--- config.mk ---
export PLATFORM = sky130hd
export DESIGN_NAME = line_rasterizer
export DESIGN_NICKNAME = d
export VERILOG_FILES = /design/src/rtl/lr_pkg.sv /design/src/rtl/line_rasterizer.sv
export SDC_FILE = /design/constraint.sdc
export NUM_CORES = 1
export LEC_CHECK = 0
export ABC_AREA = 1
export BUFFER_PORTS_ARGS = -buffer_cell sky130_fd_sc_hd__buf_2
export CAP_MARGIN = 30
export CORE_MARGIN = 4
export CORE_UTILIZATION = 35
export CTS_BUF_LIST = sky130_fd_sc_hd__clkbuf_4
export CTS_CLUSTER_SIZE = 24
export DETAILED_ROUTE_END_ITERATION = 8
export GPL_TIMING_DRIVEN = 0
export SYNTH_ARGS = -nofsm -noshare
export SYNTH_HDL_FRONTEND = slang
export SYNTH_SLANG_ARGS = --single-unit
--- constraint.sdc ---
create_clock -name aclk -period 7 [get_ports aclk]
set_clock_uncertainty 0.15 [all_clocks]
set_input_delay 1.4 -clock aclk [delete_from_list [all_inputs] [get_ports aclk]]
set_output_delay 1.4 -clock aclk [all_outputs]
set_load 0.05 [all_outputs]
--- src/rtl/lr_pkg.sv ---
// Shared widths, request codes and direction flag positions for the line rasteriser.
package lr_pkg;

    localparam int COORD_BITS = 12;
    localparam int ERR_BITS   = COORD_BITS + 2;
    localparam int COLOR_BITS = 24;
    localparam int FLAG_BITS  = 3;

    localparam logic REQ_START = 1'b0;
    localparam logic REQ_STEP  = 1'b1;

    localparam int FLAG_YMAJOR = 0;
    localparam int FLAG_XNEG   = 1;
    localparam int FLAG_YNEG   = 2;

    typedef logic signed [COORD_BITS-1:0] coord_t;
    typedef logic        [COORD_BITS-1:0] delta_t;
    typedef logic signed [ERR_BITS-1:0]   err_t;
    typedef logic        [COLOR_BITS-1:0] color_t;
    typedef logic        [FLAG_BITS-1:0]  flags_t;

endpackage

--- src/rtl/line_rasterizer.sv ---
// Bresenham line generator for all octants with a registered pixel output.
//
// Send a start word (req_type 0) with both endpoints and a colour; it yields the first
// pixel at once. Each step word (req_type 1) yields the next pixel, and the pixel at the
// second endpoint carries last_pixel. A step word with no line in progress is taken and
// gives nothing; a start word drops any line in progress. One word is taken per cycle and
// its pixel appears on the m_ channel the cycle after: the error term compare and the
// coordinate step sit between the line state registers and the output register. The output
// register is refilled in the same cycle it is drained, so s_ready only falls while a
// pixel waits on a stalled m_ side.
module line_rasterizer (
    input  logic                            aclk,
    input  logic                            aresetn,
    input  logic                            s_valid,
    output logic                            s_ready,
    input  logic                            s_req_type,
    input  logic signed [lr_pkg::COORD_BITS-1:0] s_start_x,
    input  logic signed [lr_pkg::COORD_BITS-1:0] s_start_y,
    input  logic signed [lr_pkg::COORD_BITS-1:0] s_end_x,
    input  logic signed [lr_pkg::COORD_BITS-1:0] s_end_y,
    input  logic        [lr_pkg::COLOR_BITS-1:0] s_line_color,
    output logic                            m_valid,
    input  logic                            m_ready,
    output logic signed [lr_pkg::COORD_BITS-1:0] m_pixel_x,
    output logic signed [lr_pkg::COORD_BITS-1:0] m_pixel_y,
    output logic        [lr_pkg::COLOR_BITS-1:0] m_pixel_color,
    output logic                            m_last_pixel
);
    import lr_pkg::*;

    logic   busy_reg,       busy_next;
    coord_t cur_x_reg,      cur_x_next;
    coord_t cur_y_reg,      cur_y_next;
    err_t   err_reg,        err_next;
    delta_t major_reg,      major_next;
    delta_t minor_reg,      minor_next;
    delta_t steps_reg,      steps_next;
    flags_t flags_reg,      flags_next;
    color_t color_reg,      color_next;

    logic   m_valid_reg,    m_valid_next;
    coord_t px_reg,         px_next;
    coord_t py_reg,         py_next;
    color_t pcolor_reg,     pcolor_next;
    logic   plast_reg,      plast_next;

    logic                    accept;
    logic                    emit;
    logic signed [COORD_BITS:0] dx_fwd, dx_bwd, dy_fwd, dy_bwd;
    logic                    x_neg, y_neg, y_major;
    delta_t                  dx_abs, dy_abs, maj_new, min_new;
    err_t                    err_init, err_diag, err_straight;
    logic                    move_minor;
    coord_t                  x_adv, y_adv;

    assign s_ready = !m_valid_reg || m_ready;
    assign accept  = s_valid && s_ready;

    always_comb begin
        dx_fwd = {s_end_x[COORD_BITS-1], s_end_x} - {s_start_x[COORD_BITS-1], s_start_x};
        dx_bwd = {s_start_x[COORD_BITS-1], s_start_x} - {s_end_x[COORD_BITS-1], s_end_x};
        dy_fwd = {s_end_y[COORD_BITS-1], s_end_y} - {s_start_y[COORD_BITS-1], s_start_y};
        dy_bwd = {s_start_y[COORD_BITS-1], s_start_y} - {s_end_y[COORD_BITS-1], s_end_y};
        x_neg   = s_end_x < s_start_x;
        y_neg   = s_end_y < s_start_y;
        dx_abs  = x_neg ? dx_bwd[COORD_BITS-1:0] : dx_fwd[COORD_BITS-1:0];
        dy_abs  = y_neg ? dy_bwd[COORD_BITS-1:0] : dy_fwd[COORD_BITS-1:0];
        y_major = dy_abs > dx_abs;
        maj_new = y_major ? dy_abs : dx_abs;
        min_new = y_major ? dx_abs : dy_abs;
        err_init = $signed({1'b0, min_new, 1'b0}) - $signed({2'b00, maj_new});

        move_minor   = err_reg > 0;
        err_straight = err_reg + $signed({1'b0, minor_reg, 1'b0});
        err_diag     = err_reg + ($signed({1'b0, minor_reg, 1'b0})
                                - $signed({1'b0, major_reg, 1'b0}));
        x_adv = flags_reg[FLAG_XNEG] ? cur_x_reg - COORD_BITS'(1) : cur_x_reg + COORD_BITS'(1);
        y_adv = flags_reg[FLAG_YNEG] ? cur_y_reg - COORD_BITS'(1) : cur_y_reg + COORD_BITS'(1);

        busy_next  = busy_reg;
        cur_x_next = cur_x_reg;
        cur_y_next = cur_y_reg;
        err_next   = err_reg;
        major_next = major_reg;
        minor_next = minor_reg;
        steps_next = steps_reg;
        flags_next = flags_reg;
        color_next = color_reg;
        emit       = 1'b0;
        plast_next = plast_reg;

        if (accept) begin
            case (s_req_type)
                REQ_START: begin
                    emit       = 1'b1;
                    cur_x_next = s_start_x;
                    cur_y_next = s_start_y;
                    major_next = maj_new;
                    minor_next = min_new;
                    steps_next = maj_new;
                    err_next   = err_init;
                    flags_next = '0;
                    flags_next[FLAG_YMAJOR] = y_major;
                    flags_next[FLAG_XNEG]   = x_neg;
                    flags_next[FLAG_YNEG]   = y_neg;
                    color_next = s_line_color;
                    busy_next  = maj_new != '0;
                    plast_next = maj_new == '0;
                end
                REQ_STEP: begin
                    if (busy_reg) begin
                        emit     = 1'b1;
                        err_next = move_minor ? err_diag : err_straight;
                        if (flags_reg[FLAG_YMAJOR]) begin
                            cur_y_next = y_adv;
                            if (move_minor) begin
                                cur_x_next = x_adv;
                            end
                        end else begin
                            cur_x_next = x_adv;
                            if (move_minor) begin
                                cur_y_next = y_adv;
                            end
                        end
                        steps_next = steps_reg - COORD_BITS'(1);
                        busy_next  = steps_reg != COORD_BITS'(1);
                        plast_next = steps_reg == COORD_BITS'(1);
                    end
                end
                default: begin
                    emit = 1'b0;
                end
            endcase
        end

        px_next     = emit ? cur_x_next : px_reg;
        py_next     = emit ? cur_y_next : py_reg;
        pcolor_next = emit ? color_next : pcolor_reg;

        if (emit) begin
            m_valid_next = 1'b1;
        end else if (m_ready) begin
            m_valid_next = 1'b0;
        end else begin
            m_valid_next = m_valid_reg;
        end
    end

    always_ff @(posedge aclk) begin
        if (!aresetn) begin
            busy_reg    <= 1'b0;
            m_valid_reg <= 1'b0;
            cur_x_reg   <= '0;
            cur_y_reg   <= '0;
            err_reg     <= '0;
            major_reg   <= '0;
            minor_reg   <= '0;
            steps_reg   <= '0;
            flags_reg   <= '0;
            color_reg   <= '0;
        end else begin
            busy_reg    <= busy_next;
            m_valid_reg <= m_valid_next;
            cur_x_reg   <= cur_x_next;
            cur_y_reg   <= cur_y_next;
            err_reg     <= err_next;
            major_reg   <= major_next;
            minor_reg   <= minor_next;
            steps_reg   <= steps_next;
            flags_reg   <= flags_next;
            color_reg   <= color_next;
        end
    end

    always_ff @(posedge aclk) begin
        px_reg     <= px_next;
        py_reg     <= py_next;
        pcolor_reg <= pcolor_next;
        plast_reg  <= plast_next;
    end

    assign m_valid       = m_valid_reg;
    assign m_pixel_x     = px_reg;
    assign m_pixel_y     = py_reg;
    assign m_pixel_color = pcolor_reg;
    assign m_last_pixel  = plast_reg;

endmodule

==> flow_summary_export.csv, run 1 <==
group,metric,value,unit
die,num_rows,67,
place,dp_hpwl,28400,µm
detailed_routing,vias,11500,
cts,clock-root-buffer,"clkbuf_4",
worst_hold_path,hp-class,"reg2reg",
setup_path,worstSetupPathType,"in2reg",
timing,setup_violations,0,
synthesis,synth_mux_area_share,0.342,%
setup_path,setup.worst_path.start_class,"input pin",
cts,cts_made_buffers,17,
die,ios,128,
setup_path,cpMostUsedCell,"nand2_1",
global_routing,antenna_found_initial,1,
worst_hold_path,worstHoldStart,"color_reg[2]",
synthesis,synth_adder_area_share,14.8,%
synthesis,synth-compound-area-share,20.5,%
detailed_routing,wl_per_cell,15.6,µm
detailed_routing,routed_wl,35700,µm
cts,clkSlewWorstSetupHoldPaths,0.15,ns
cts,htree_levels,4,
timing,rsz0062_at_grt,"true",
timing,final_max_slew_viol_count,0,
power,p_leak,6.87,nW
power,p_per_area,328,nW/µm²
setup_path,startpoint,"s_end_x[0]",
cts,cts_tree,"done",
layout,fin_nets,2038,
synthesis,synth_top_cell_by_area,"dfxtp_1",
detailed_routing,viasPerCell,5.01,
synthesis,synthFlopType,"dfxtp_1",
synthesis,ys_seq_area_share,29.3,%
run,max_cap_viol_count,0,
layout,fillers,3564,
synthesis,netlist.area_leader.share,17.1,%
die,die_area,37500,µm²
synthesis,synth.distinct_cells,53,
place,port_buffers,126,
cts,cts_sinks,152,
place,placed_cell_area,13300,µm²
synthesis,syn_area,12100,µm²
global_routing,grtUsageTotal,18.4,%
synthesis,syn_inst,1677,
timing,whs,0.330,ns
setup_path,end_kind,"flop",
die,die_x,194,µm
power,power.total,0.00453,W
setup_path,crit_slowest_cell,"fa_1",
setup_path,crit_arrival,7.04,ns
layout,syn_to_final_growth,14.3,%
cts,worstSkewPairLatency,0.59,ns
die,start_util,35.7,%
detailed_routing,ant_nets,0,
place,gp_congestion,0.907,
synthesis,syn_avg_cell_area,7.20,µm²
synthesis,synthArstFlopShare,0,%
synthesis,synth_edf_count,49,
die,coreArea,33800,µm²
layout,drive_gt1_share,13.3,%
setup_path,timing.rr.start,"err_reg[2]",
timing,period_needed,6.66,ns
synthesis,yosys_warnings,0,
detailed_routing,route.detailed.drc,0,
setup_path,required,7.38,ns
timing,worst_pin_slew,0.868,ns
global_routing,grt_pass1_vias,10800,
global_routing,grt_first_pass_wirelength,56200,µm
synthesis,ys_top_cells_by_area,"dfxtp_1, edfxtp_1, ha_1, inv_1, nand2_1",
cts,clk_path_buf_depth,2,
detailed_routing,drt_pass1_iterations,6,
run_status,status,"complete, no violations",
synthesis,synth_top_family_by_area,"compound AO/OA/AOI/OAI gates",
layout,multiInputGateArea,7160,µm²
timing,finalHoldViolCount,0,
global_routing,grt_overflow,0,
timing,relSlewSlack,42.2,%
timing,finalSetupTns,0,ns
layout,design_area,13800,µm²
power,peakVddDrop,193,µV
die,fp.dieH,194,µm
timing,max_freq,150,MHz
setup_path,cp_max_fo,10,
synthesis,yosys.area_share.simple,18.7,%
synthesis,synth_seq_cells,152,
layout,seq_area,3530,µm²
timing,finalCritPeriodShare,95.2,%
synthesis,synthesis.nets,1884,
cts,ctsHoldBuffers,0,
global_routing,grt_max_degree,59,
synthesis,synthXorXnorAreaFrac,4.11,%
detailed_routing,drt_iter0_markers,847,
setup_path,worst_path_largest_cell_delay,0.40,ns
[synthesized netlist by cell type (all sizes together), types with 30 or more instances]
master and instances:
inv 331, nand2 324, a21oi 177, o21ai 130
ha 109, dfxtp 103, nor2 96, nand3 57
edfxtp 49, clkbuf 44, xor2 36, o211ai 31
a211oi 30
[cell usage in the layout, fill, tap and decap left out, types with 19 or more instances in the layout]
master / instances
buf_2: 130
nand2_1: 298
ha_1: 107
o21ai_0: 119
fa_1: 19
a21oi_1: 173
inv_1: 330
a211oi_1: 30
nand2_2: 23
o211ai_1: 31
xor2_1: 32
clkbuf_1: 43
nor2_1: 92
dfxtp_1: 103
edfxtp_1: 49
nand3_1: 54
[report_power, final]
group,switching [W],total (W),internal [W]
Sequential,0.0000569,0.00106,0.00100
Clock,0.000417,0.000658,0.000241
Combinational,0.00183,0.00281,0.000986
[kinds of logic (layout without fill, tap and decap cells)]
family / Yosys count / count (layout)
AO/OA/AOI/OAI: 429 / 429
XOR/XNOR: 55 / 55
multiplexers: 4 / 4
other: 0 / 2
AND/OR/NAND/NOR: 521 / 521
buffers and inverters: 386 / 553
adder cells (fa/ha/maj): 130 / 130
flip-flops: 152 / 152
[through the flow]
stage          util (%)  std cells  setup WS, ns
4_1_cts            40.3       2283        0.0130
3_5_place_dp       39.3       2251        -0.780
5_1_grt            40.9       2293       -0.0217
2_1_floorplan         -       1677         0.539
6_report           40.9       2294         0.338
3_3_place_gp       39.3       2251        -0.724
[metal layers]
layer	up-vias	global-route usage, %	part of all wire, %
met2	333	30.6	45
met4	0	4.46	1.6
met1	5286	25.1	47
li1	5822	-	-
met3	41	3.13	5.8
met5	-	0	0
[critical path, delay by kind of cell]
kind	cells	cell delay, ns
simple gates	19	2.27
fa+ha+maj	4	1.18
mux	1	0.28
compound gates	3	0.43
xor+xnor	1	0.20
buf+inv	10	1.27
[final timing paths]
check / slack (ns) / cells after the start / endpoint
max: 0.34 / 38 / err_reg[9]
min: 0.33 / 2 / color_reg[2]
max reg2reg: 3.32 / 22 / err_reg[12]
min reg2reg: 0.33 / 2 / color_reg[2]
[final cells by class]
cell class | count | area share [%]
multi-input combinational | 1139 | 51.9
clock buffer | 17 | 0.924
clock inverter | 15 | 1.60
tap | 448 | 4.06
buffer | 54 | 1.86
sequential | 152 | 25.6
timing repair buffer | 135 | 5.04
inverter | 332 | 9.03
antenna | 2 | 0.0363
[what timing repair did]
| item | CTS | global route |
|---|---|---|
| cloned | 0 | 1 |
| gates resized for setup | 2 | 33 |
| pin swaps | 0 | 7 |
| setup endpoints to repair | 6 | 13 |
| buffers inserted | 0 | 8 |
No activity file was read; power rests on OpenSTA's default activity.
==> run 2: changes to the inputs <==
GPL_TIMING_DRIVEN = not set   (was 0)
==> run 2 against run 1 <==
  * Design area decreased by 1.7%
  * Non-clock buffer count shrank 28
  * Critical path depth is 5 lower
  * Critical path type unchanged
  * Largest power group unchanged
==> flow_summary_export.csv, run 2 (synthesized netlist as in run 1, its figures left out) <==
group,metric,value,unit
detailed_routing,wl_per_cell,14.7,µm
detailed_routing,viasPerCell,4.93,
die,num_rows,67,
global_routing,antenna_found_initial,1,
detailed_routing,drt_iter0_markers,652,
setup_path,setup.worst_path.start_class,"input pin",
place,dp.cells,2232,
worst_hold_path,hp-class,"reg2reg",
die,coreArea,33800,µm²
die,die_x,194,µm
setup_path,worst_path_largest_cell_delay,0.43,ns
global_routing,grt_overflow,0,
die,fp.dieH,194,µm
global_routing,grt_first_pass_wirelength,55000,µm
run_status,status,"complete, no violations",
cts,cts_made_buffers,17,
cts,cts_tree,"done",
place,placed_cell_area,13300,µm²
power,power.total,0.00430,W
setup_path,worstSetupPathType,"in2reg",
layout,fillers,3569,
setup_path,crit_slowest_cell,"fa_1",
detailed_routing,vias,11200,
layout,mostFrequentLayoutCells,"inv_1, nand2_1, a21oi_1, buf_2, o21ai_0",
cts,clock-root-buffer,"clkbuf_4",
place,gp_congestion,0.902,
detailed_routing,route.detailed.drc,0,
layout,design_area,13600,µm²
cts,postCtsSetupRepairBufs,0,
timing,worst_pin_slew,0.996,ns
place,dp_slack,0.189,ns
setup_path,required,7.36,ns
timing,rsz0062_at_grt,"false",
run,max_cap_viol_count,0,
layout,syn_to_final_growth,12.4,%
die,ios,128,
die,start_util,35.7,%
cts,worstSkewPairLatency,0.59,ns
layout,layout.cells.non_filler,2265,
timing,finalSetupTns,0,ns
setup_path,crit_arrival,6.63,ns
cts,clkSlewWorstSetupHoldPaths,0.14,ns
layout,mostFrequentLayoutCell,"inv_1",
timing,max_freq,160,MHz
detailed_routing,drt_pass1_iterations,5,
power,p_per_area,317,nW/µm²
timing,setup_violations,0,
layout,drive_gt1_share,13.4,%
timing,finalCritPeriodShare,89.5,%
cts,clk_path_buf_depth,2,
cts,htree_levels,4,
cts,ctsResizeCount,0,
die,die_area,37500,µm²
global_routing,grtUsageTotal,17.6,%
setup_path,end_kind,"flop",
setup_path,cp_max_fo,35,
power,p_leak,6.85,nW
setup_path,cpMostUsedCell,"inv_1",
layout,fin_nets,2010,
global_routing,grt_pass1_vias,10800,
cts,ctsHoldBuffers,0,
cts,cts_sinks,152,
place,dp_hpwl,25700,µm
timing,relSlewSlack,33.6,%
global_routing,grt_max_degree,98,
detailed_routing,ant_nets,0,
timing,final_max_slew_viol_count,0,
place,port_buffers,127,
timing,period_needed,6.27,ns
timing,setup_slack,0.733,ns
detailed_routing,routed_wl,33300,µm
power,peakVddDrop,181,µV
timing,finalHoldViolCount,0,
[run 2: cell types whose count changed in the layout (fill, tap and decap cells not counted), moves of 3 or more]
cell / change
clkbuf_1: -43
buf_4: +22
o21ai_0: +4
buf_2: -3
clkinv_2: +3
clkinv_8: -3
[run 2: per-layer routing]
layer / up-vias / part of all wire [%] / GRT usage (%)
met3: 27 / 4.6 / 2.81
met4: 0 / 1.1 / 3.15
met2: 238 / 46 / 30.0
met1: 5146 / 48 / 24.0
met5: - / 0 / 0
li1: 5756 / - / -
[run 2: report_power, final]
part	internal, W	switching, W	total (W)
logic	0.000949	0.00172	0.00267
clock network	0.000191	0.000374	0.000565
registers	0.00100	0.0000584	0.00106
[run 2: final timing paths]
check                     from           end  slack, ns  depth (start not counted)
setup / recovery    s_end_y[0]   err_reg[13]       0.73                         33
hold / removal    color_reg[4]  color_reg[4]       0.33                          2
setup reg to reg    err_reg[3]   err_reg[12]       3.39                         22
hold reg to reg   color_reg[4]  color_reg[4]       0.33                          2
[run 2: through the flow]
step,hold WS [ns],util [%]
final,0.329,40.2
after global routing,0.343,40.2
after global placement,0.305,39.3
after detailed placement,0.305,39.3
after CTS,0.329,40.2
after floorplan,0.294,-
[run 2: worst max-delay path: cells and delay by family]
kind | cells | cell delay (ns)
AO/OA/AOI/OAI | 6 | 1.34
adder cells (fa/ha/maj) | 4 | 1.32
AND/OR/NAND/NOR | 13 | 1.28
buffers and inverters | 8 | 0.76
XOR/XNOR | 2 | 0.49
[run 2: final cells by class]
| cell class | instances | area [µm²] | area share (%) |
|---|---|---|---|
| multi-input combinational | 1139 | 7060 | 52.0 |
| clock inverter | 14 | 143 | 1.05 |
| antenna | 1 | 2.50 | 0.0184 |
| clock buffer | 18 | 135 | 0.996 |
| timing repair buffer | 161 | 891 | 6.56 |
| sequential | 152 | 3530 | 26.0 |
| inverter | 332 | 1250 | 9.19 |
| tap | 448 | 561 | 4.13 |
==> run 3: changes to the inputs <==
PLACE_DENSITY = 0.5   (was not set)
==> run 3 against run 2 <==
  * Worst hold slack about the same
  * Critical path type unchanged
  * Global-route usage up 1.1 points
  * Register-to-register slack about the same
  * Die area unchanged
  * Largest cell class unchanged
==> flow_summary_export.csv, run 3 (synthesized netlist as in run 1, its figures left out) <==
group,metric,value,unit
worst_hold_path,hold_depth,2,
global_routing,grt_first_pass_wirelength,57500,µm
power,p_leak,6.84,nW
setup_path,ff2ff_setup_slack,3.38,ns
die,start_util,35.7,%
setup_path,worst_path_largest_cell_delay,0.52,ns
timing,relSlewSlack,45.3,%
cts,htree_levels,4,
layout,final_core_util,40.3,%
die,die_x,194,µm
worst_hold_path,whs_endpoint,"color_reg[9]",
timing,setup_violations,0,
setup_path,timing.rr.start,"err_reg[2]",
layout,drive_gt1_share,13.3,%
global_routing,grtUsageTotal,18.7,%
cts,worstSkewPairLatency,0.58,ns
cts,cts_made_buffers,17,
timing,whs,0.329,ns
setup_path,required,7.36,ns
layout,syn_to_final_growth,12.7,%
die,coreArea,33800,µm²
timing,finalHoldViolCount,0,
setup_path,cp_max_fo,35,
setup_path,worstSetupPathType,"in2reg",
cts,clock-root-buffer,"clkbuf_4",
run_status,status,"complete, no violations",
timing,finalCritPeriodShare,91.6,%
worst_hold_path,worstHoldStart,"color_reg[9]",
setup_path,reg2reg_depth,22,
layout,mostFrequentLayoutCells,"inv_1, nand2_1, a21oi_1, buf_2, o21ai_0",
cts,cts_tree,"done",
cts,cts_sinks,152,
cts,ctsResizeCount,0,
setup_path,setup.worst_path.start_class,"input pin",
detailed_routing,ant_nets,0,
timing,finalSetupTns,0,ns
power,power.total,0.00440,W
cts,clkSlewWorstSetupHoldPaths,0.16,ns
die,fp.dieH,194,µm
die,num_rows,67,
global_routing,grt_overflow,0,
timing,period_needed,6.41,ns
worst_hold_path,hp-class,"reg2reg",
place,dp.cells,2229,
cts,postCtsSetupRepairBufs,0,
place,port_buffers,127,
global_routing,grt_max_degree,101,
setup_path,startpoint,"s_end_x[0]",
timing,final_max_slew_viol_count,0,
place,dp_hpwl,27600,µm
detailed_routing,drt_iter0_markers,548,
detailed_routing,route.detailed.drc,0,
setup_path,crit_arrival,6.78,ns
setup_path,end_kind,"flop",
die,ios,128,
layout,fin_nets,2007,
global_routing,grt_pass1_vias,10900,
cts,clk_path_buf_depth,2,
global_routing,antenna_found_initial,1,
layout,mostFrequentLayoutCell,"inv_1",
detailed_routing,vias,11100,
timing,rsz0062_at_grt,"false",
layout,fillers,3603,
detailed_routing,drt_pass1_iterations,8,
detailed_routing,viasPerCell,4.91,
die,die_area,37500,µm²
setup_path,r2r_end,"err_reg[12]",
timing,max_freq,156,MHz
power,p_per_area,323,nW/µm²
place,gp_congestion,0.882,
detailed_routing,routed_wl,35600,µm
power,peakVddDrop,156,µV
layout,layout.cells.non_filler,2263,
timing,worst_pin_slew,0.817,ns
detailed_routing,wl_per_cell,15.7,µm
run,max_cap_viol_count,0,
setup_path,crit_slowest_cell,"a2111oi_0",
cts,ctsHoldBuffers,0,
==> run 3: cell type report <==
cell class	instances	area, µm²	share of cell area (%)
Clock buffer	17	128	0.938
Timing Repair Buffer	158	881	6.47
Sequential cell	152	3530	26.0
Multi-Input combinational cell	1139	7060	51.9
Clock inverter	15	185	1.36
Tap cell	448	561	4.12
Inverter	332	1250	9.18
Antenna cell	2	5.00	0.0368
==> run 3: per-layer routing <==
| metal | global-route usage, % | part of all wire (%) |
|---|---|---|
| met1 | 25.3 | 47 |
| met2 | 32.1 | 47 |
| met3 | 2.87 | 4.3 |
| met4 | 3.54 | 1.2 |
| met5 | 0 | 0 |
==> run 3: worst max path at each step <==
stage | cells after the start | endpoint | slack (ns)
finish | 37 | err_reg[9] | 0.59
global route | 38 | err_reg[9] | 0.10
CTS | 37 | err_reg[9] | 0.68
detailed placement | 36 | err_reg[9] | 0.07
global placement | 37 | err_reg[9] | 0.08
floorplan | 41 | err_reg[12] | 0.54
==> run 3: critical path: cells and delay by family <==
family	cells	cell delay, ns
and+or+nand+nor	21	2.13
AOI/OAI and AO/OA	4	1.32
adders and majority gates	4	1.20
buffers and inverters	7	0.49
xor gates and xnor gates	1	0.21
==> run 3: where the power goes <==
| part | internal [W] | leakage, nW | switching [W] | total, W |
|---|---|---|---|---|
| combinational | 0.000951 | 5.36 | 0.00178 | 0.00273 |
| clock | 0.000198 | 0.152 | 0.000406 | 0.000603 |
| sequential | 0.00100 | 1.32 | 0.0000582 | 0.00106 |
| total | 0.00215 | 6.84 | 0.00224 | 0.00440 |
==> run 3: per-stage QoR <==
stage               instance area [µm²]  setup slack (ns)
floorplan                         12100             0.539
global placement                  13300            0.0832
detailed placement                13300            0.0708
CTS                               13600             0.683
global route                      13600             0.105
finish                            13600             0.586
